**config.mk**
```make
export PLATFORM = sky130hd
export DESIGN_NAME = seeded_memory_fill_generator
export DESIGN_NICKNAME = d
export VERILOG_FILES = /design/src/rtl/smfg_pkg.sv /design/src/rtl/smfg_mix.sv /design/src/rtl/seeded_memory_fill_generator.sv
export SDC_FILE = /design/constraint.sdc
export NUM_CORES = 2
export LEC_CHECK = 0
export ABC_AREA = 0
export BUFFER_PORTS_ARGS = -buffer_cell sky130_fd_sc_hd__buf_4
export CORE_MARGIN = 2
export CORE_UTILIZATION = 55
export CTS_CLUSTER_DIAMETER = 50
export DETAILED_ROUTE_END_ITERATION = 10
export HOLD_SLACK_MARGIN = 0.05
export PLACE_DENSITY = 0.78
export SLEW_MARGIN = 10
export SYNTH_ARGS = -nofsm -noshare
export SYNTH_HDL_FRONTEND = slang
export SYNTH_SLANG_ARGS = --single-unit
```
**constraint.sdc**
```tcl
create_clock -name clk -period 22.4 [get_ports clk]
set_input_delay 2.24 -clock clk [delete_from_list [all_inputs] [get_ports clk]]
set_output_delay 2.24 -clock clk [all_outputs]
set_load 0.01 [all_outputs]
```
**src/rtl/smfg_pkg.sv**
```systemverilog
`timescale 1ns / 1ps
// ----------------------------------------------------------------------------
// smfg_pkg: shared definitions for the seeded memory fill generator
// operation and fill mode codes, generator constants, shift amounts
// ----------------------------------------------------------------------------
package smfg_pkg;

  // operation codes of an input request
  localparam logic OP_RESEED = 1'b0;
  localparam logic OP_FILL   = 1'b1;

  // fill mode register codes, the unused code fills with zeros
  localparam logic [1:0] FILL_ONES   = 2'd0;
  localparam logic [1:0] FILL_ZEROS  = 2'd1;
  localparam logic [1:0] FILL_RANDOM = 2'd2;
  localparam logic [1:0] FILL_UNUSED = 2'd3;

  localparam logic [7:0] BYTE_ONES  = 8'hFF;
  localparam logic [7:0] BYTE_ZEROS = 8'h00;

  // splitmix64 constants
  localparam logic [63:0] GOLDEN_GAMMA = 64'h9e3779b97f4a7c15;
  localparam logic [63:0] MIX_MUL_ONE  = 64'hbf58476d1ce4e5b9;
  localparam logic [63:0] MIX_MUL_TWO  = 64'h94d049bb133111eb;

  localparam int MIX_SHIFT_ONE   = 30;
  localparam int MIX_SHIFT_TWO   = 27;
  localparam int MIX_SHIFT_THREE = 31;

  // xoroshiro128+ rotate and shift amounts
  localparam int ROT_A   = 55;
  localparam int ROT_B   = 36;
  localparam int SHIFT_B = 14;

  // finalizer round index, three xor-shift rounds with two multiplies between
  typedef logic [1:0] mix_round_t;
  localparam mix_round_t ROUND_FIRST = 2'd0;
  localparam mix_round_t ROUND_LAST  = 2'd2;

  // request to and answer from the finalizer unit
  typedef struct packed {
    logic        start;
    logic [63:0] z;
  } mix_req_t;

  typedef struct packed {
    logic        done;
    logic [63:0] z;
  } mix_rsp_t;

endpackage

```
**src/rtl/smfg_mix.sv**
```systemverilog
`timescale 1ns / 1ps
// ----------------------------------------------------------------------------
// smfg_mix: iterative splitmix64 finalizer
// one shared 32x32 multiplier builds each 64-bit modular product from three
// partial products; a small sequencer steps the xor-shift and multiply rounds
// ----------------------------------------------------------------------------
module smfg_mix
  import smfg_pkg::*;
(
  input  logic     clk,
  input  logic     rst,
  input  mix_req_t req,
  output mix_rsp_t rsp
);

  typedef enum logic [4:0] {
    M_IDLE   = 5'b00001,
    M_XOR    = 5'b00010,
    M_MUL_LL = 5'b00100,
    M_MUL_LH = 5'b01000,
    M_MUL_HL = 5'b10000
  } mix_state_t;

  mix_state_t  state;
  mix_state_t  state_next;
  mix_round_t  round;
  logic        done;
  logic [63:0] z;
  logic [63:0] acc;

  logic [63:0] mul_const;
  logic [63:0] z_shifted;
  logic [31:0] op_a;
  logic [31:0] op_b;
  logic [63:0] prod;

  // round dependent constant and shift
  always_comb begin
    case (round)
      ROUND_FIRST: begin
        mul_const = MIX_MUL_ONE;
        z_shifted = z >> MIX_SHIFT_ONE;
      end
      2'd1: begin
        mul_const = MIX_MUL_TWO;
        z_shifted = z >> MIX_SHIFT_TWO;
      end
      default: begin
        mul_const = MIX_MUL_TWO;
        z_shifted = z >> MIX_SHIFT_THREE;
      end
    endcase
  end

  // shared multiplier operand select
  assign op_a = (state == M_MUL_HL) ? z[63:32] : z[31:0];
  assign op_b = (state == M_MUL_LH) ? mul_const[63:32] : mul_const[31:0];
  assign prod = {32'd0, op_a} * {32'd0, op_b};

  // sequencer next state
  always_comb begin
    state_next = state;
    case (state)
      M_IDLE: begin
        if (req.start) state_next = M_XOR;
      end
      M_XOR: begin
        state_next = (round == ROUND_LAST) ? M_IDLE : M_MUL_LL;
      end
      M_MUL_LL: state_next = M_MUL_LH;
      M_MUL_LH: state_next = M_MUL_HL;
      M_MUL_HL: state_next = M_XOR;
      default:  state_next = M_IDLE;
    endcase
  end

  // control registers
  always_ff @(posedge clk) begin
    if (rst) begin
      state <= M_IDLE;
      round <= ROUND_FIRST;
      done  <= 1'b0;
    end else begin
      state <= state_next;
      done  <= (state == M_XOR) && (round == ROUND_LAST);
      if (state == M_IDLE && req.start) begin
        round <= ROUND_FIRST;
      end else if (state == M_MUL_HL) begin
        round <= round + 2'd1;
      end
    end
  end

  // datapath registers
  always_ff @(posedge clk) begin
    case (state)
      M_IDLE: begin
        if (req.start) z <= req.z;
      end
      M_XOR:    z <= z ^ z_shifted;
      M_MUL_LL: acc <= prod;
      M_MUL_LH: acc[63:32] <= acc[63:32] + prod[31:0];
      M_MUL_HL: z <= {acc[63:32] + prod[31:0], acc[31:0]};
      default: begin
      end
    endcase
  end

  assign rsp.done = done;
  assign rsp.z    = z;

  // done is a single pulse, seen with the unit back at rest
  a_done_pulse : assert property (@(posedge clk) disable iff (rst)
    done |=> !done)
    else $error("finalizer done held longer than one cycle");

  a_done_idle : assert property (@(posedge clk) disable iff (rst)
    done |-> (state == M_IDLE))
    else $error("finalizer done while still running");

endmodule

```
**src/rtl/seeded_memory_fill_generator.sv**
```systemverilog
`timescale 1ns / 1ps
// ----------------------------------------------------------------------------
// seeded_memory_fill_generator: power-on memory fill byte source
// xoroshiro128+ generator seeded through two splitmix64 rounds
// ----------------------------------------------------------------------------
// usage:
//   input channel in_valid / in_stall carries operation, seed, last_of_fill.
//   a fill request gives one result on out_valid / out_stall: fill_byte,
//   random_word and last. a reseed request gives no result. fill_mode is
//   written via write_enable / write_data only while idle, the user's duty.
// timing:
//   a fill request's result is registered and shows in the cycle after the
//   request, and a fill request may follow every cycle while out_stall is low.
//   a reseed keeps in_stall high after it is taken until both words are
//   loaded: two finalizer passes on the shared 32x32 multiplier (three
//   partial products per 64-bit multiply), each with a handover of its result.
// reset:
//   rst clears the generator words to zero, fill_mode to 0xFF mode and the
//   output register to empty. random mode before a reseed gives zero bytes.
// stall:
//   the result register holds while out_stall is high; in_stall is then high
//   too. a new request is taken in the same cycle the held result leaves.
// ----------------------------------------------------------------------------
module seeded_memory_fill_generator
  import smfg_pkg::*;
(
  input  logic        clk,
  input  logic        rst,
  input  logic        write_enable,
  input  logic [1:0]  write_data,
  input  logic        in_valid,
  output logic        in_stall,
  input  logic        operation,
  input  logic [31:0] seed,
  input  logic        last_of_fill,
  output logic        out_valid,
  input  logic        out_stall,
  output logic [7:0]  fill_byte,
  output logic [63:0] random_word,
  output logic        last
);

  typedef enum logic [2:0] {
    T_IDLE  = 3'b001,
    T_MIX_A = 3'b010,
    T_MIX_B = 3'b100
  } top_state_t;

  top_state_t  state;
  logic [1:0]  fill_mode;
  logic [63:0] gen_word_a;
  logic [63:0] gen_word_b;
  logic [63:0] seed_x;

  logic        accept;
  logic        accept_fill;
  logic        accept_seed;
  logic [63:0] seed_sum;
  logic [63:0] rnd_sum;
  logic [63:0] b_mixed;
  logic [63:0] a_next;
  logic [63:0] b_next;

  mix_req_t mix_req;
  mix_rsp_t mix_rsp;

  // request handshake
  assign in_stall    = (state != T_IDLE) || (out_valid && out_stall);
  assign accept      = in_valid && !in_stall;
  assign accept_fill = accept && (operation == OP_FILL);
  assign accept_seed = accept && (operation == OP_RESEED);

  // seed expansion start value
  assign seed_sum = {32'd0, seed} + GOLDEN_GAMMA;

  // finalizer requests: first word from the seed, second one gamma later
  assign mix_req.start = accept_seed || ((state == T_MIX_A) && mix_rsp.done);
  assign mix_req.z     = (state == T_IDLE) ? seed_sum : seed_x + GOLDEN_GAMMA;

  smfg_mix u_mix (
    .clk (clk),
    .rst (rst),
    .req (mix_req),
    .rsp (mix_rsp)
  );

  // xoroshiro128+ output and step
  assign rnd_sum = gen_word_a + gen_word_b;
  assign b_mixed = gen_word_b ^ gen_word_a;
  assign a_next  = {gen_word_a[63-ROT_A:0], gen_word_a[63:64-ROT_A]}
                   ^ b_mixed ^ (b_mixed << SHIFT_B);
  assign b_next  = {b_mixed[63-ROT_B:0], b_mixed[63:64-ROT_B]};

  // sequencer, mode register and generator words
  always_ff @(posedge clk) begin
    if (rst) begin
      state      <= T_IDLE;
      fill_mode  <= FILL_ONES;
      gen_word_a <= 64'd0;
      gen_word_b <= 64'd0;
    end else begin
      if (write_enable) fill_mode <= write_data;
      case (state)
        T_IDLE: begin
          if (accept_seed) begin
            state <= T_MIX_A;
          end else if (accept_fill && fill_mode == FILL_RANDOM) begin
            gen_word_a <= a_next;
            gen_word_b <= b_next;
          end
        end
        T_MIX_A: begin
          if (mix_rsp.done) begin
            gen_word_a <= mix_rsp.z;
            state      <= T_MIX_B;
          end
        end
        T_MIX_B: begin
          if (mix_rsp.done) begin
            gen_word_b <= mix_rsp.z;
            state      <= T_IDLE;
          end
        end
        default: state <= T_IDLE;
      endcase
    end
  end

  // seed chain value kept for the second word
  always_ff @(posedge clk) begin
    if (accept_seed) seed_x <= seed_sum;
  end

  // output register valid
  always_ff @(posedge clk) begin
    if (rst) begin
      out_valid <= 1'b0;
    end else if (accept_fill) begin
      out_valid <= 1'b1;
    end else if (!out_stall) begin
      out_valid <= 1'b0;
    end
  end

  // output register payload
  always_ff @(posedge clk) begin
    if (accept_fill) begin
      last <= last_of_fill;
      case (fill_mode)
        FILL_ONES: begin
          fill_byte   <= BYTE_ONES;
          random_word <= 64'd0;
        end
        FILL_RANDOM: begin
          fill_byte   <= rnd_sum[7:0];
          random_word <= rnd_sum;
        end
        default: begin
          fill_byte   <= BYTE_ZEROS;
          random_word <= 64'd0;
        end
      endcase
    end
  end

  // a reseed occupies the block until both words are loaded
  a_seed_busy : assert property (@(posedge clk) disable iff (rst)
    accept_seed |=> (state == T_MIX_A) && in_stall)
    else $error("reseed request did not start the seed expansion");

  // a fill request yields a result carrying its end mark
  a_fill_result : assert property (@(posedge clk) disable iff (rst)
    accept_fill |=> out_valid && (last == $past(last_of_fill)))
    else $error("fill request lost or end mark not echoed");

  // fixed modes leave the word at zero
  a_fixed_zero : assert property (@(posedge clk) disable iff (rst)
    (accept_fill && fill_mode != FILL_RANDOM) |=> (random_word == 64'd0))
    else $error("random word nonzero in a fixed mode");

  // finalizer answers only during seed expansion
  a_done_state : assert property (@(posedge clk) disable iff (rst)
    mix_rsp.done |-> (state == T_MIX_A || state == T_MIX_B))
    else $error("finalizer answer outside seed expansion");

endmodule

```
==> metrics.yaml <==
critical_path:
  r2r_setup_slack_ps: 10540
  arrival_ps: 12170
  slowest_stage: "ha_2"
  cp.required_ps: 22700
  cpMostUsedCell: "inv_1"
  critPathKind: "reg -> reg"
  reg2reg_from: "u_mix.round[0]$_SDFFE_PP0P_"
  path_max_fanout: 51
  cp.buffers_inverters: 10
  r2r_cells: 35
  worst_path_largest_cell_delay_ps: 760
  startpoint_type: "flip-flop"
  crit_path_end_kind: "flip-flop"
  cpLargestDelayFamily: "adder cells"
  timing.rr.end: "u_mix.acc[60]$_DFFE_PP_"
yosys:
  synthTopCellsByCount: "975 x inv_1, 821 x fa_1, 560 x nor2_1"
  avgSynthCellArea_um2: 9.42
  synth.area.mux_share_pct: 1.56
  yosysWarnings: 0
  async_flop_share_pct: 0
  synth_cell_types: 76
  synth_top_area_cell: "fa_1"
  yosys.area_share.simple_pct: 11.6
  ys_seq_elements: 377
  yosysSeqAreaShare_pct: 18.8
  synth_top_family_by_area: "adder cells"
  synth.cell_area_um2: 52600
  synth_top_cell_area_share_pct: 31.2
  synth_xor_xnor_area_share_pct: 6.19
  synth_cells: 5588
  post-synth-top-count-cell: "inv_1"
  synthTopCellsByArea: "fa_1 31%, edfxtp_1 13%, ha_1 10%"
  syn_nets: 6889
  synth_compound_area_share_pct: 11.2
  synth_edf_count: 235
  synth_fa_ha_area_share_pct: 41.7
  synthFlopType: "edfxtp_1"
route:
  antenna_left: 0
  route.detailed.drc: 0
  first_iter_violations: 5652
  wirelength_um: 171000
  vias: 41610
  wl_per_cell_um: 25.1
  vias_per_cell: 6.09
  dr.pass1.iters: 7
sta:
  rsz0062_at_grt: "false"
  final_hold_viol_count: 0
  setup_viol: 0
  maxSlewViolCount: 0
  fmax_mhz: 84.3
  min_period_ps: 11860
  finClkSkew_ps: 36.3
  tns_ps: 0
  max_slew_margin_pct: 21.4
  worstMarginPinSlew_ps: 1180
  fin_crit_sh_pct: 53.0
final_layout:
  antenna-diode-count: 0
  fillCellCount: 8048
  fin_nets: 6830
  drive_above_1_share_pct: 4.96
  area_delta_synth_final_pct: 6.27
floorplan:
  ios: 116
  die_w_um: 313
  die_area_um2: 98200
  coreArea_um2: 94900
  die_h_um: 313
  rows: 113
  start_util_pct: 55.5
cts:
  clock-root-buffer: "clkbuf_16"
  cts_setup_buffers: 0
  cts_buffers: 42
  cts_buffer_depth: 3
  cts_tree: "done"
  clk_latency_ps: 580
  ctsHoldBuffers: 0
  cts_resized: 0
  h-tree-depth: 2
  cts_sinks: 377
  clkSlewWorstSetupHoldPaths_ps: 60
run_status:
  status: "finished clean"
global_routing:
  grt_overflow: 0
  grt_pass1_wl_um: 259000
  antenna_found_initial: 2
  grtUsageTotal_pct: 35.1
  grt_pass1_vias: 42090
  grt_max_degree: 100
placed_design:
  port_buffers: 115
  dp_hpwl_um: 140000
  gp_congestion: 1.06
min_path:
  whs_path_depth: 2
  min_path_type: "reg -> reg"
  hold_end: "u_mix.round[1]$_SDFFE_PP0P_"
  hp-start: "u_mix.round[1]$_SDFFE_PP0P_"
run:
  cap_violations: 0
==> flip-flops by register name (all words and copies together) (netlist names) <==
name,cells
gen_word_b,64
fill_byte,8
u_mix.round,2
seed_x,34
u_mix.acc,64
out_valid,1
u_mix.state,5
last,1
u_mix.z,64
fill_mode,2
gen_word_a,64
state,3
u_mix.done,1
random_word,64
==> layout by cell type (no fill, tap or decap), drive strengths merged, types with 136 or more instances in the layout <==
| master | n |
|---|---|
| ha | 439 |
| edfxtp | 235 |
| buf | 164 |
| nand2 | 343 |
| a21oi | 278 |
| o21ai | 136 |
| xnor2 | 226 |
| xor2 | 146 |
| inv | 980 |
| fa | 821 |
| dfxtp | 142 |
| nor2 | 560 |
==> metal layers <==
metal | wire [um] | vias up | GRT usage [%]
met2 | 74900 | 2669 | 53.0
met3 | 20500 | 563 | 8.21
met1 | 64800 | 20410 | 47.1
met4 | 11300 | 2 | 18.5
li1 | - | 17966 | -
met5 | 19 | - | 0
==> tightest hold or removal path, delay by kind of cell, from the launching register on <==
family,cells,cell delay [ps]
flops,1,320
compound gates,1,60
simple gates,1,60
==> worst max path at each step <==
stage	depth (start not counted)	from	end
after global placement	34	u_mix.round[0]$_SDFFE_PP0P_	u_mix.acc[60]$_DFFE_PP_
after detailed placement	35	u_mix.round[0]$_SDFFE_PP0P_	u_mix.acc[60]$_DFFE_PP_
final	35	u_mix.round[0]$_SDFFE_PP0P_	u_mix.acc[60]$_DFFE_PP_
after CTS	35	u_mix.round[0]$_SDFFE_PP0P_	u_mix.acc[60]$_DFFE_PP_
after floorplan	40	u_mix.round[0]$_SDFFE_PP0P_	u_mix.acc[60]$_DFFE_PP_
after global routing	40	u_mix.state[4]$_SDFFE_PP0P_	u_mix.acc[60]$_DFFE_PP_
==> cells by family after synthesis <==
logic type | count (synthesis)
flip-flops | 377
adder cells (fa/ha/maj) | 1261
AO/OA/AOI/OAI | 899
multiplexers | 82
buffers and inverters | 1246
AND/OR/NAND/NOR | 1351
XOR/XNOR | 372
==> area by class of cell <==
type	count	area (um2)	area share, %
well taps	1265	1580	2.83
inverters	979	3670	6.57
clock buffers	54	1130	2.01
flip-flops and latches	377	9900	17.7
clock inverters	24	270	0.483
repair buffers	164	1240	2.22
multi-input cells	3965	38100	68.2
==> metrics by stage <==
stage	hold WS [ps]	cells	setup slack, ps	utilization, %	cell area (um2)
6_report	483	6828	10540	58.9	55900
5_1_grt	495	6828	10140	58.9	55900
4_1_cts	476	6828	10790	58.9	55900
3_5_place_dp	468	6750	10850	57.5	54500
3_3_place_gp	463	6750	10940	57.5	54500
2_1_floorplan	452	5588	12370	-	52600
Power is left out: the tool's default activity adds up to more than one toggle a clock period on the data nets, which glitch-free logic cannot reach.
